$ cat src/rtl/apl_pkg.sv
// ----------------------------------------------------------------------------
// apl_pkg
// shared types and constants of the packet loss fill buffer
// ----------------------------------------------------------------------------
package apl_pkg;

  localparam int unsigned RingDepthDefault = 32768;

  localparam logic [15:0] SyncReset      = 16'hA55A;
  localparam logic [7:0]  MaxPayReset    = 8'd200;
  localparam logic [7:0]  SilenceReset   = 8'd128;
  localparam logic [15:0] ThreshReset    = 16'd1024;
  localparam logic [12:0] BlockReset     = 13'd256;
  localparam int unsigned HeaderLen      = 6;

  // register indexes
  localparam logic [2:0] RegSync    = 3'd0;
  localparam logic [2:0] RegMaxPay  = 3'd1;
  localparam logic [2:0] RegSilence = 3'd2;
  localparam logic [2:0] RegThresh  = 3'd3;
  localparam logic [2:0] RegBlock   = 3'd4;

  // frame status / phase codes
  typedef enum logic [2:0] {
    PH_HEADER   = 3'd0,
    PH_ACCEPT   = 3'd1,
    PH_BADSYNC  = 3'd2,
    PH_OVERSIZE = 3'd3,
    PH_OVERFLOW = 3'd4
  } phase_t;

  localparam logic [2:0] StShort = 3'd1;

  localparam logic [1:0] SrcNone = 2'd0;
  localparam logic [1:0] SrcRing = 2'd1;
  localparam logic [1:0] SrcPad  = 2'd2;

  typedef enum logic [3:0] {
    S_IDLE,
    S_BYTE,
    S_JUDGE,
    S_SIL,
    S_CHECK,
    S_PAD,
    S_REPORT,
    S_TICK,
    S_RDWAIT,
    S_OUT
  } state_t;

  // controller to datapath
  typedef struct packed {
    logic take;        // latch input beat
    logic hdr_byte;    // store header byte, bump position
    logic pay_byte;    // payload byte handling
    logic judge;       // evaluate header checks
    logic sil_write;   // write one silence byte
    logic sil_end;     // silence done, resync id
    logic check;       // overflow check, set phase
    logic pad_write;   // write one zero pad byte
    logic frame_end;   // commit frame, build report
    logic tick_start;  // start block if needed, decide source
    logic read_take;   // build sample from ring data
    logic out_clr;     // output beat taken
  } apl_cmd_t;

  // datapath to controller
  typedef struct packed {
    logic mode;
    logic last;
    logic in_header;
    logic hdr_full;
    logic phase_ok;
    logic sil_more;
    logic pad_more;
    logic need_read;
  } apl_stat_t;

endpackage

$ cat src/rtl/apl_ctrl.sv
// ----------------------------------------------------------------------------
// apl_ctrl
// sequencer for frame bytes, silence fill, padding and playback ticks
// ----------------------------------------------------------------------------
module apl_ctrl (
  input  logic               clk,
  input  logic               rst,
  input  logic               in_valid,
  output logic               in_ready,
  output logic               out_valid,
  input  logic               out_ready,
  input  apl_pkg::apl_stat_t stat,
  output apl_pkg::apl_cmd_t  cmd
);

  apl_pkg::state_t state, state_next;

  // state register
  always_ff @(posedge clk) begin
    if (rst) begin
      state <= apl_pkg::S_IDLE;
    end else begin
      state <= state_next;
    end
  end

  // next state and commands
  always_comb begin
    state_next = state;
    cmd        = '0;
    in_ready   = 1'b0;
    out_valid  = 1'b0;
    case (state)
      apl_pkg::S_IDLE: begin
        in_ready = 1'b1;
        if (in_valid) begin
          cmd.take   = 1'b1;
          state_next = apl_pkg::S_BYTE;
        end
      end
      apl_pkg::S_BYTE: begin
        if (stat.mode) begin
          state_next = apl_pkg::S_TICK;
        end else if (stat.in_header) begin
          cmd.hdr_byte = 1'b1;
          if (stat.hdr_full) begin
            state_next = apl_pkg::S_JUDGE;
          end else begin
            state_next = stat.last ? apl_pkg::S_REPORT : apl_pkg::S_IDLE;
          end
        end else begin
          cmd.pay_byte = 1'b1;
          state_next   = stat.last ? apl_pkg::S_PAD : apl_pkg::S_IDLE;
        end
      end
      apl_pkg::S_JUDGE: begin
        cmd.judge  = 1'b1;
        state_next = apl_pkg::S_SIL;
      end
      apl_pkg::S_SIL: begin
        if (!stat.phase_ok) begin
          state_next = stat.last ? apl_pkg::S_REPORT : apl_pkg::S_IDLE;
        end else if (stat.sil_more) begin
          cmd.sil_write = 1'b1;
        end else begin
          cmd.sil_end = 1'b1;
          state_next  = apl_pkg::S_CHECK;
        end
      end
      apl_pkg::S_CHECK: begin
        cmd.check  = 1'b1;
        state_next = stat.last ? apl_pkg::S_PAD : apl_pkg::S_IDLE;
      end
      apl_pkg::S_PAD: begin
        if (stat.pad_more) begin
          cmd.pad_write = 1'b1;
        end else begin
          state_next = apl_pkg::S_REPORT;
        end
      end
      apl_pkg::S_REPORT: begin
        cmd.frame_end = 1'b1;
        state_next    = apl_pkg::S_OUT;
      end
      apl_pkg::S_TICK: begin
        cmd.tick_start = 1'b1;
        state_next     = apl_pkg::S_RDWAIT;
      end
      // ram data for the old read pointer is valid here only
      apl_pkg::S_RDWAIT: begin
        if (stat.need_read) begin
          cmd.read_take = 1'b1;
        end
        state_next = apl_pkg::S_OUT;
      end
      apl_pkg::S_OUT: begin
        out_valid = 1'b1;
        if (out_ready) begin
          cmd.out_clr = 1'b1;
          state_next  = apl_pkg::S_IDLE;
        end
      end
      default: state_next = apl_pkg::S_IDLE;
    endcase
  end

endmodule

$ cat config.mk
export PLATFORM = sky130hd
export DESIGN_NAME = apl_ctrl
export DESIGN_NICKNAME = d
export VERILOG_FILES = /design/src/rtl/apl_pkg.sv /design/src/rtl/apl_ctrl.sv
export SDC_FILE = /design/constraint.sdc
export NUM_CORES = 1
export LEC_CHECK = 0
export BUFFER_PORTS_ARGS = -buffer_cell sky130_fd_sc_hd__buf_2
export CORE_AREA = 2 2 39 41
export CTS_CLUSTER_DIAMETER = 150
export DETAILED_ROUTE_END_ITERATION = 12
export DIE_AREA = 0 0 41 43
export PLACE_DENSITY = 0.7
export SETUP_SLACK_MARGIN = 0.02
export SYNTH_ARGS = -nofsm -noshare
export SYNTH_HDL_FRONTEND = slang
export SYNTH_SLANG_ARGS = --single-unit
export TNS_END_PERCENT = 10
$ cat constraint.sdc
create_clock -name clk -period 1.1 [get_ports clk]
set_clock_uncertainty 0.05 [all_clocks]
set_input_delay 0.165 -clock clk [delete_from_list [all_inputs] [get_ports clk]]
set_output_delay 0.165 -clock clk [all_outputs]
set_load 0.02 [all_outputs]
==> flow_metrics.env <==
export IMPL_drc_errors=0
export IMPL_synthMuxAreaShare_pct=0
export IMPL_cp_arrival_ns=1.29
export IMPL_timing_final_crit_share_pct=136.9
export IMPL_core_area_um2=1384
export IMPL_hold_class="input port to register"
export IMPL_antenna_found_initial=0
export IMPL_cts_root_buf="clkbuf_4"
export IMPL_worstSetupStartpointType="register"
export IMPL_ys_seq_area_share_pct=16.33
export IMPL_drt_wl_total_mm=1.660
export IMPL_viasPerCell=5.315
export IMPL_nets=128
export IMPL_synth_top_area_share_pct=16.33
export IMPL_synth_edff_count=0
export IMPL_start_util_pct=35.44
export IMPL_r2r_slack_ns=-0.19
export IMPL_leakagePower_nw=0.4661
export IMPL_grt_pass1_wl_mm=2.546
export IMPL_crit_path_end_kind="primary output"
export IMPL_r2r_cells=5
export IMPL_synth_flop_cell="dfxtp_1"
export IMPL_worst_slack_ns=-0.4055
export IMPL_holdWs_ns=0.09735
export IMPL_r2r_start="state[0]"
export IMPL_drt_iter0_markers=13
export IMPL_rsz0062_at_grt="yes"
export IMPL_cts_max_level=1
export IMPL_yosys_area_share_simple_pct=50.51
export IMPL_synth_most_common_cell="nor2_1"
export IMPL_yosysTopAreaCell="dfxtp_1"
export IMPL_cp_slowest_cell="dfxtp_4"
export IMPL_dr_pass1_iters=4
export IMPL_required_ns=0.88
export IMPL_drtAntennaViolNets=0
export IMPL_drv_slew=0
export IMPL_path_clk_slew_ns=0.04
export IMPL_ys_seq_elements=4
export IMPL_yosys_top_cells_count="13 x nor2_1, 7 x nand2b_1, 6 x a21oi_1"
export IMPL_wl_per_cell_um=12.77
export IMPL_p_per_area_nw_per_um2=1529
export IMPL_top_regs="state x4"
export IMPL_synth_top_family_by_area="simple AND/OR/NAND/NOR gates"
export IMPL_die_width_um=41
export IMPL_finalHoldViolCount=0
export IMPL_synth_fa_ha_area_share_pct=0
export IMPL_setup_violations=17
export IMPL_violations="setup timing"
export IMPL_synth_nets=82
export IMPL_detailedPlace_worstSlack_ns=-0.3006
export IMPL_synthArstFlopShare_pct=0
export IMPL_synthesis_area_um2=490.5
export IMPL_largest_reg_flops=4
export IMPL_clk_latency_ns=0.24
export IMPL_max_clock_path_buffers=2
export IMPL_regMostFlops="state"
export IMPL_min_path_cells=2
export IMPL_die_y_um=43
export IMPL_min_to="state[0]"
export IMPL_tightest_slew_ns=0.2710
export IMPL_overflow=0
export IMPL_grt_pass1_vias=623
export IMPL_tritoncts="done"
export IMPL_numCtsBuffers=3
export IMPL_ys_warn_count=0
export IMPL_rows=14
export IMPL_maxSlewHeadroom_pct=81.81
export IMPL_ys_top_cells_by_area="dfxtp_1 16%, nor2_1 9.9%, nand2b_1 8.9%, a21oi_1 6.1%, and3_1 5.1%"
export IMPL_cp_cell_sequence="nand2b_4, buf_6, nor4b_4, buf_4"
export IMPL_dieArea_um2=1763
export IMPL_cap_viol_max_count=0
export IMPL_status="finished, violations left"
export IMPL_syn_avg_cell_area_um2=7.007
export IMPL_num_io_pins=26
export IMPL_antennaDiodeCount=0
export IMPL_max_vdd_ir_drop_v=0.0007512
export IMPL_dr_total_vias=691
export IMPL_grt_use_total_pct=21.16
export IMPL_cp_max_fo=5
export IMPL_r2r_end="state[0]"
export IMPL_cts_sinks=4
export IMPL_finalPower_mw=1.426
export IMPL_ys_types=33
export IMPL_hp_start="rst"
export IMPL_layout_drive_gt1_share_pct=64.04
export IMPL_port_buffers=25
export IMPL_crit_path_max_incr_delay_ns=0.36
export IMPL_syn2layout_area_growth_pct=90.05
export IMPL_nFillCells=123
export IMPL_synth_compound_area_share_pct=25.26
export IMPL_dpl_hpwl_mm=1.223
export IMPL_period_minus_slack_ns=1.505
export IMPL_criticalPathCategory="register to primary output"
export IMPL_max_freq_mhz=664.2
export IMPL_grt_max_degree=11
export IMPL_syn_inst=70
export IMPL_synth_xor_xnor_area_share_pct=0
export IMPL_place_gp_congestion=0.7904
-- placed cells by master, fill, tap and decap left out, types with 3 or more instances in the layout --
cell      instances
buf_4            21
buf_2            16
nor2_1           10
buf_6             8
nand2b_1          6
a21oi_1           5
and3_1            4
dfxtp_4           4
nor2_2            3
nor3_2            3
clkbuf_4          3
-- report_power, final --
| group | total [mW] | internal, mW | switching (mW) |
|---|---|---|---|
| Sequential | 0.256 | 0.186 | 0.0700 |
| Combinational | 0.983 | 0.522 | 0.461 |
| Clock | 0.186 | 0.122 | 0.0640 |
| Total | 1.43 | 0.831 | 0.595 |
-- metal layers --
layer	part of all wire (%)	wire length, um	track usage (%)
met1	40	672	24.68
met2	53	881	36.25
met3	5.1	85	3.141
met4	1.1	19	8.000
met5	0	0	0
-- timing repair --
item,CTS,global route
hold buffers,0,0
resized for setup,20,15
setup buffers,1,0
setup endpoints to repair,18,18
cloned,0,0
pin swaps,4,2
-- critical path: cells and delay by family (launching register included) --
family	cells	cell delay [ns]
AND/OR/NAND/NOR	2	0.39
buffers and inverters	2	0.30
flip-flops	1	0.36
-- how the worst max path moves through the flow --
| stage | from | to | slack, ns | depth (start not counted) |
|---|---|---|---|---|
| final | state[2] | cmd[10] | -0.41 | 4 |
| after CTS | state[2] | cmd[7] | -0.39 | 4 |
| after global routing | state[3] | cmd[6] | -0.47 | 6 |
| after detailed placement | state[0] | state[0] | -0.30 | 4 |
| after global placement | state[0] | cmd[10] | -0.25 | 4 |
| after floorplan | state[1] | cmd[10] | -0.19 | 3 |
-- metrics by stage --
stage                     cell area [um2]  util [%]  cells  TNS [ns]
after detailed placement            789.5     57.05    126    -3.457
after global routing                932.1     67.36    130    -6.149
final                               932.1     67.36    130    -5.129
after floorplan                     533.0         -     70    -1.107
after global placement              789.5     57.05    126    -3.042
after CTS                           875.8     63.29    130    -5.258
-- cells by family after synthesis --
| family | Yosys count |
|---|---|
| and+or+nand+nor | 42 |
| buffers and inverters | 6 |
| DFF | 4 |
| AOI/OAI and AO/OA | 18 |
-- final cells by class --
cell class	instances	area (um2)	share of cell area, %
Clock buffer	3	22.52	2.416
Inverter	2	7.507	0.8054
Multi-Input combinational cell	60	459.2	49.26
Sequential cell	4	95.09	10.20
Tap cell	16	20.02	2.148
Timing Repair Buffer	45	327.8	35.17
No activity file was read; power rests on OpenSTA's default activity.
